`config.mk`:
```
export PLATFORM = sky130hd
export DESIGN_NAME = ihb_ctrl
export DESIGN_NICKNAME = d
export VERILOG_FILES = /design/src/assert_macros.svh /design/src/ihb_pkg.sv /design/src/ihb_ctrl.sv
export SDC_FILE = /design/constraint.sdc
export NUM_CORES = 1
export LEC_CHECK = 0
export BUFFER_PORTS_ARGS = -buffer_cell sky130_fd_sc_hd__buf_2
export CORE_AREA = 2 2 39 41
export DETAILED_ROUTE_END_ITERATION = 8
export DIE_AREA = 0 0 41 43
export GPL_ROUTABILITY_DRIVEN = 0
export PLACE_DENSITY_LB_ADDON = 0.25
export SYNTH_ARGS = -nofsm -noshare
export SYNTH_HDL_FRONTEND = slang
export SYNTH_SLANG_ARGS = --single-unit
export TNS_END_PERCENT = 100
```
`constraint.sdc`:
```
create_clock -name clk -period 1.17 [get_ports clk]
set_clock_uncertainty 0.2 [all_clocks]
set_input_delay 0.234 -clock clk [delete_from_list [all_inputs] [get_ports clk]]
set_output_delay 0.234 -clock clk [all_outputs]
set_load 0.01 [all_outputs]
```
`src/assert_macros.svh`:
```
// Assertion macros used by integral_histogram_builder.
`ifndef ASSERT_MACROS_SVH
`define ASSERT_MACROS_SVH

// Consequent must hold in the cycle after the antecedent.
`define ASSERT_NEXT(label, clk, rst_n, ante, cons) \
    label: assert property (@(posedge clk) disable iff (!rst_n) (ante) |=> (cons)) \
        else $error("assertion failed (next cycle)");

// Consequent must hold in the same cycle as the antecedent.
`define ASSERT_SAME(label, clk, rst_n, ante, cons) \
    label: assert property (@(posedge clk) disable iff (!rst_n) (ante) |-> (cons)) \
        else $error("assertion failed (same cycle)");

`endif

```
`src/ihb_pkg.sv`:
```
// Constants, types and helper functions of the integral histogram builder.
package ihb_pkg;

    localparam int MAX_BINS   = 16;
    localparam int MAX_WIDTH  = 1024;
    localparam int MAX_HEIGHT = 1024;

    localparam int PIX_W   = 8;
    localparam int BIN_W   = $clog2(MAX_BINS);
    localparam int COL_W   = $clog2(MAX_WIDTH);
    localparam int ROW_W   = $clog2(MAX_HEIGHT);
    localparam int RUN_W   = 11;
    localparam int CNT_W   = 21;
    localparam int THR_W   = PIX_W + 1;
    localparam int BCNT_W  = 5;
    localparam int LWID_W  = 11;
    localparam int CFG_W   = 11;
    localparam int CIDX_W  = 1;
    localparam int ADDR_W  = BIN_W + COL_W;
    localparam int MEM_DEPTH = MAX_BINS * MAX_WIDTH;

    localparam logic [CIDX_W-1:0] CFG_BIN_COUNT  = 1'd0;
    localparam logic [CIDX_W-1:0] CFG_LINE_WIDTH = 1'd1;

    localparam logic [BCNT_W-1:0] BIN_COUNT_RST  = BCNT_W'(MAX_BINS);
    localparam logic [LWID_W-1:0] LINE_WIDTH_RST = LWID_W'(MAX_WIDTH);

    typedef enum logic [1:0] {
        S_IDLE,
        S_PREP,
        S_RUN
    } state_t;

    typedef struct packed {
        logic accept;
        logic prep;
        logic fire;
    } ihb_cmd_t;

    typedef struct packed {
        logic last;
        logic out_free;
    } ihb_sts_t;

    // floor(256 / (bins_m1 + 1))
    function automatic logic [THR_W-1:0] bin_span(input logic [BIN_W-1:0] bins_m1);
        logic [THR_W-1:0] w;
        unique case (bins_m1)
            4'd0:    w = 9'd256;
            4'd1:    w = 9'd128;
            4'd2:    w = 9'd85;
            4'd3:    w = 9'd64;
            4'd4:    w = 9'd51;
            4'd5:    w = 9'd42;
            4'd6:    w = 9'd36;
            4'd7:    w = 9'd32;
            4'd8:    w = 9'd28;
            4'd9:    w = 9'd25;
            4'd10:   w = 9'd23;
            4'd11:   w = 9'd21;
            4'd12:   w = 9'd19;
            4'd13:   w = 9'd18;
            4'd14:   w = 9'd17;
            4'd15:   w = 9'd16;
            default: w = 9'd16;
        endcase
        return w;
    endfunction

endpackage

```
`src/ihb_ctrl.sv`:
```
// Sequencer of the integral histogram builder: accept, line store prefetch, bin sweep.
module ihb_ctrl (
    input  logic              clk,
    input  logic              rst_n,
    input  logic              pix_valid,
    output logic              pix_ready,
    input  ihb_pkg::ihb_sts_t sts,
    output ihb_pkg::ihb_cmd_t cmd
);

    ihb_pkg::state_t state_reg;
    ihb_pkg::state_t state_next;

    always_ff @(posedge clk or negedge rst_n)
    begin
        if (!rst_n)
        begin
            state_reg <= ihb_pkg::S_IDLE;
        end
        else
        begin
            state_reg <= state_next;
        end
    end

    always_comb
    begin
        state_next = state_reg;
        unique case (state_reg)
            ihb_pkg::S_IDLE:
            begin
                if (pix_valid)
                begin
                    state_next = ihb_pkg::S_PREP;
                end
            end
            ihb_pkg::S_PREP:
            begin
                state_next = ihb_pkg::S_RUN;
            end
            ihb_pkg::S_RUN:
            begin
                if (sts.out_free && sts.last)
                begin
                    state_next = ihb_pkg::S_IDLE;
                end
            end
            default:
            begin
                state_next = ihb_pkg::S_IDLE;
            end
        endcase
    end

    always_comb
    begin
        pix_ready  = 1'b0;
        cmd.accept = 1'b0;
        cmd.prep   = 1'b0;
        cmd.fire   = 1'b0;
        unique case (state_reg)
            ihb_pkg::S_IDLE:
            begin
                pix_ready  = 1'b1;
                cmd.accept = pix_valid;
            end
            ihb_pkg::S_PREP:
            begin
                cmd.prep = 1'b1;
            end
            ihb_pkg::S_RUN:
            begin
                cmd.fire = sts.out_free;
            end
            default:
            begin
                pix_ready = 1'b0;
            end
        endcase
    end

endmodule

```
==> key figures <==
Global route
  • Vias in the first global route: 145
  • GR Overflow Total: 0
  • Global route hottest layer: met3
  • Global-route wire length before repair: 572 um
  • Grt met1 use: 5.48%
  • Initial antenna violation count: 0
  • Largest net degree at the start of global routing: 4
  • Met3 Track Usage GR: 7.33%
  • GRT Util Overall: 5.73%
  • Met2 Use GR: 5.31%

Logic synthesis
  • Largest family of logic cells by synthesized area: simple AND/OR/NAND/NOR gates
  • Post-synthesis mux area share: 0%
  • Mean Syn Cell Area: 9.63 um2
  • Post-Syn Nets: 15
  • YS warnings: 0
  • Post-Synth Adder-Cell Area: 0%
  • #FFs+latches synth: 2
  • Post-Synth XOR/XNOR Area: 0%
  • Compound-Gate Fraction of Synth Area: 7.79%
  • Synth unique cells: 6
  • Post-Synth Simple-Gate Area: 40.3%
  • Post-Syn Area: 96.3 um2
  • Mapped Cells: 10
  • Seq/Total Area, Yosys: 51.9%

Timing
  • Slew margin rel.: 88.9%
  • Worst Tran Pin Value: 0.166 ns
  • Setup TNS: -0.995 ns
  • Slew Viols, Final: 0
  • Fmax: 0.696 GHz
  • Period utilisation layout: 123%
  • Setup violations, final: 4
  • Final WS setup: -0.268 ns
  • Final Hold Fails: 0
  • Final Critical Period: 1.44 ns
  • RSZ-0062 raised after global routing: true

Run status
  • Violations in the final reports: setup timing
  • Outcome: finished with violations

Floorplan
  • Die H: 43 um
  • Die Wd: 41 um
  • Starting Density: 6.96%
  • Core Region: 1380 um2
  • IO Count: 9
  • Num rows: 14
  • Die area: 1760 um2

Clocking
  • TritonCTS buffer count: 3
  • Clk root buf: clkbuf_4
  • Clk sink count: 2
  • Clock transition at path regs: 0.03 ns
  • H-tree Lvls: 1
  • CTS max path bufs: 2
  • CTS tree: done
  • Latest clock arrival within the worst-skew pair: 0.22 ns

Min path
  • WHS Endpoint: state_reg[0]
  • Tightest Hold Check Type: in -> reg
  • Hold Crit Start: pix_valid
  • Worst hold path cell count: 2

Power
  • Overall Power: 0.549 mW
  • Pwr Density: 2380 nW/um2
  • Peak supply drop: 0.000490 V
  • Leakage Power: 0.120 nW

Layout
  • Area growth syn-to-layout: 139%
  • Fraction of layout cells with a size suffix above 1: 69.6%
  • Most common cell after layout, fill and taps aside: buf_2
  • Max reg flops: 2
  • Nets: 30
  • Most frequent cells in the layout: buf_2, clkbuf_4, buf_6
  • Ant diodes: 0

Critical path
  • R2r setup slk: 0.12 ns
  • R2r startpoint: state_reg[0]
  • Data required, critical path: 0.74 ns
  • R2R depth: 3
  • WP data arrival: 1.00 ns
  • Worst-path fanout max: 3
  • Setup CP Type: reg -> out
  • End of the worst register-to-register path: state_reg[0]
  • Setup crit end kind: primary output
  • Startpoint types: flop

Drt
  • Final Routed Wirelength: 352 um
  • Final ANT Viol Nets: 0
  • First-pass DRT Iterations: 2
  • Routed via count: 121
  • Routed len/inst: 9.03 um
  • Vias/cell: 3.10
  • Initial DRC count: 5
  • Remaining DRCs: 0

Placement
  • # port buffers: 8
  • Pre-CTS WS: -0.0697 ns

Flow run
  • Max_cap viols: 0
-- layout make-up --
| cell class | count | area, um2 |
|---|---|---|
| clock buffer | 3 | 22.5 |
| fill | 157 | 1150 |
| multi-input combinational | 8 | 61.3 |
| sequential | 2 | 50.0 |
| tap | 16 | 20.0 |
| timing repair buffer | 10 | 76.3 |
-- timing repair --
| item | CTS | global route |
|---|---|---|
| hold buffers | 1 | 0 |
| pin swaps | 3 | 1 |
| resized for setup | 4 | 2 |
| gates cloned | 0 | 0 |
| endpoints found under the setup margin | 4 | 4 |
| endpoints found under the hold margin | 2 | 0 |
| setup buffers | 1 | 0 |
-- cell families after synthesis --
| kind of cell | Yosys count |
|---|---|
| simple gates | 7 |
| flops | 2 |
| compound gates | 1 |
-- per-stage QoR --
stage / area (um2) / hold WS, ns / utilization [%] / std cells
finish: 230 / 0.0412 / 16.6 / 39
global route: 230 / 0.0451 / 16.6 / 39
CTS: 221 / 0.0326 / 16.0 / 39
detailed placement: 161 / -0.178 / 11.7 / 34
global placement: 161 / -0.179 / 11.7 / 34
floorplan: 101 / -0.262 / - / 10
-- synth_stat cells --
| master | count | area [um2] |
|---|---|---|
| a21o_1 | 1 | 7.51 |
| and2_1 | 3 | 18.8 |
| dfrtp_1 | 2 | 50.1 |
| nand2_1 | 1 | 3.75 |
| nor2_1 | 1 | 3.75 |
| nor2b_1 | 2 | 12.5 |
-- per-layer routing --
layer,share of wire (%),vias to the layer above
li1,-,58
met2,40,9
met5,0,-
met3,17,0
met1,43,54
met4,0,0
-- worst max-delay path by stage --
stage            startpoint      to  slack (ns)  depth (start not counted)
2_1_floorplan  state_reg[1]  cmd[2]       0.006                          2
3_3_place_gp   state_reg[1]  cmd[0]       -0.05                          3
3_5_place_dp   state_reg[1]  cmd[0]       -0.07                          3
4_1_cts        state_reg[0]  cmd[2]       -0.30                          3
5_1_grt        state_reg[1]  cmd[0]       -0.32                          3
6_report       state_reg[1]  cmd[0]       -0.27                          3
-- power by group --
group	leakage (nW)	internal, mW	switching [mW]	total [mW]
logic	0.0812	0.174	0.0966	0.271
clock network	0.0138	0.113	0.0397	0.153
registers	0.0254	0.0958	0.0296	0.125
-- critical path, stage by stage, from the launching register on --
cell and delay, ns:
dfrtp_1 0.39, nor2b_4 0.14, and2_4 0.14, buf_6 0.11
No activity file was read; power rests on OpenSTA's default activity.
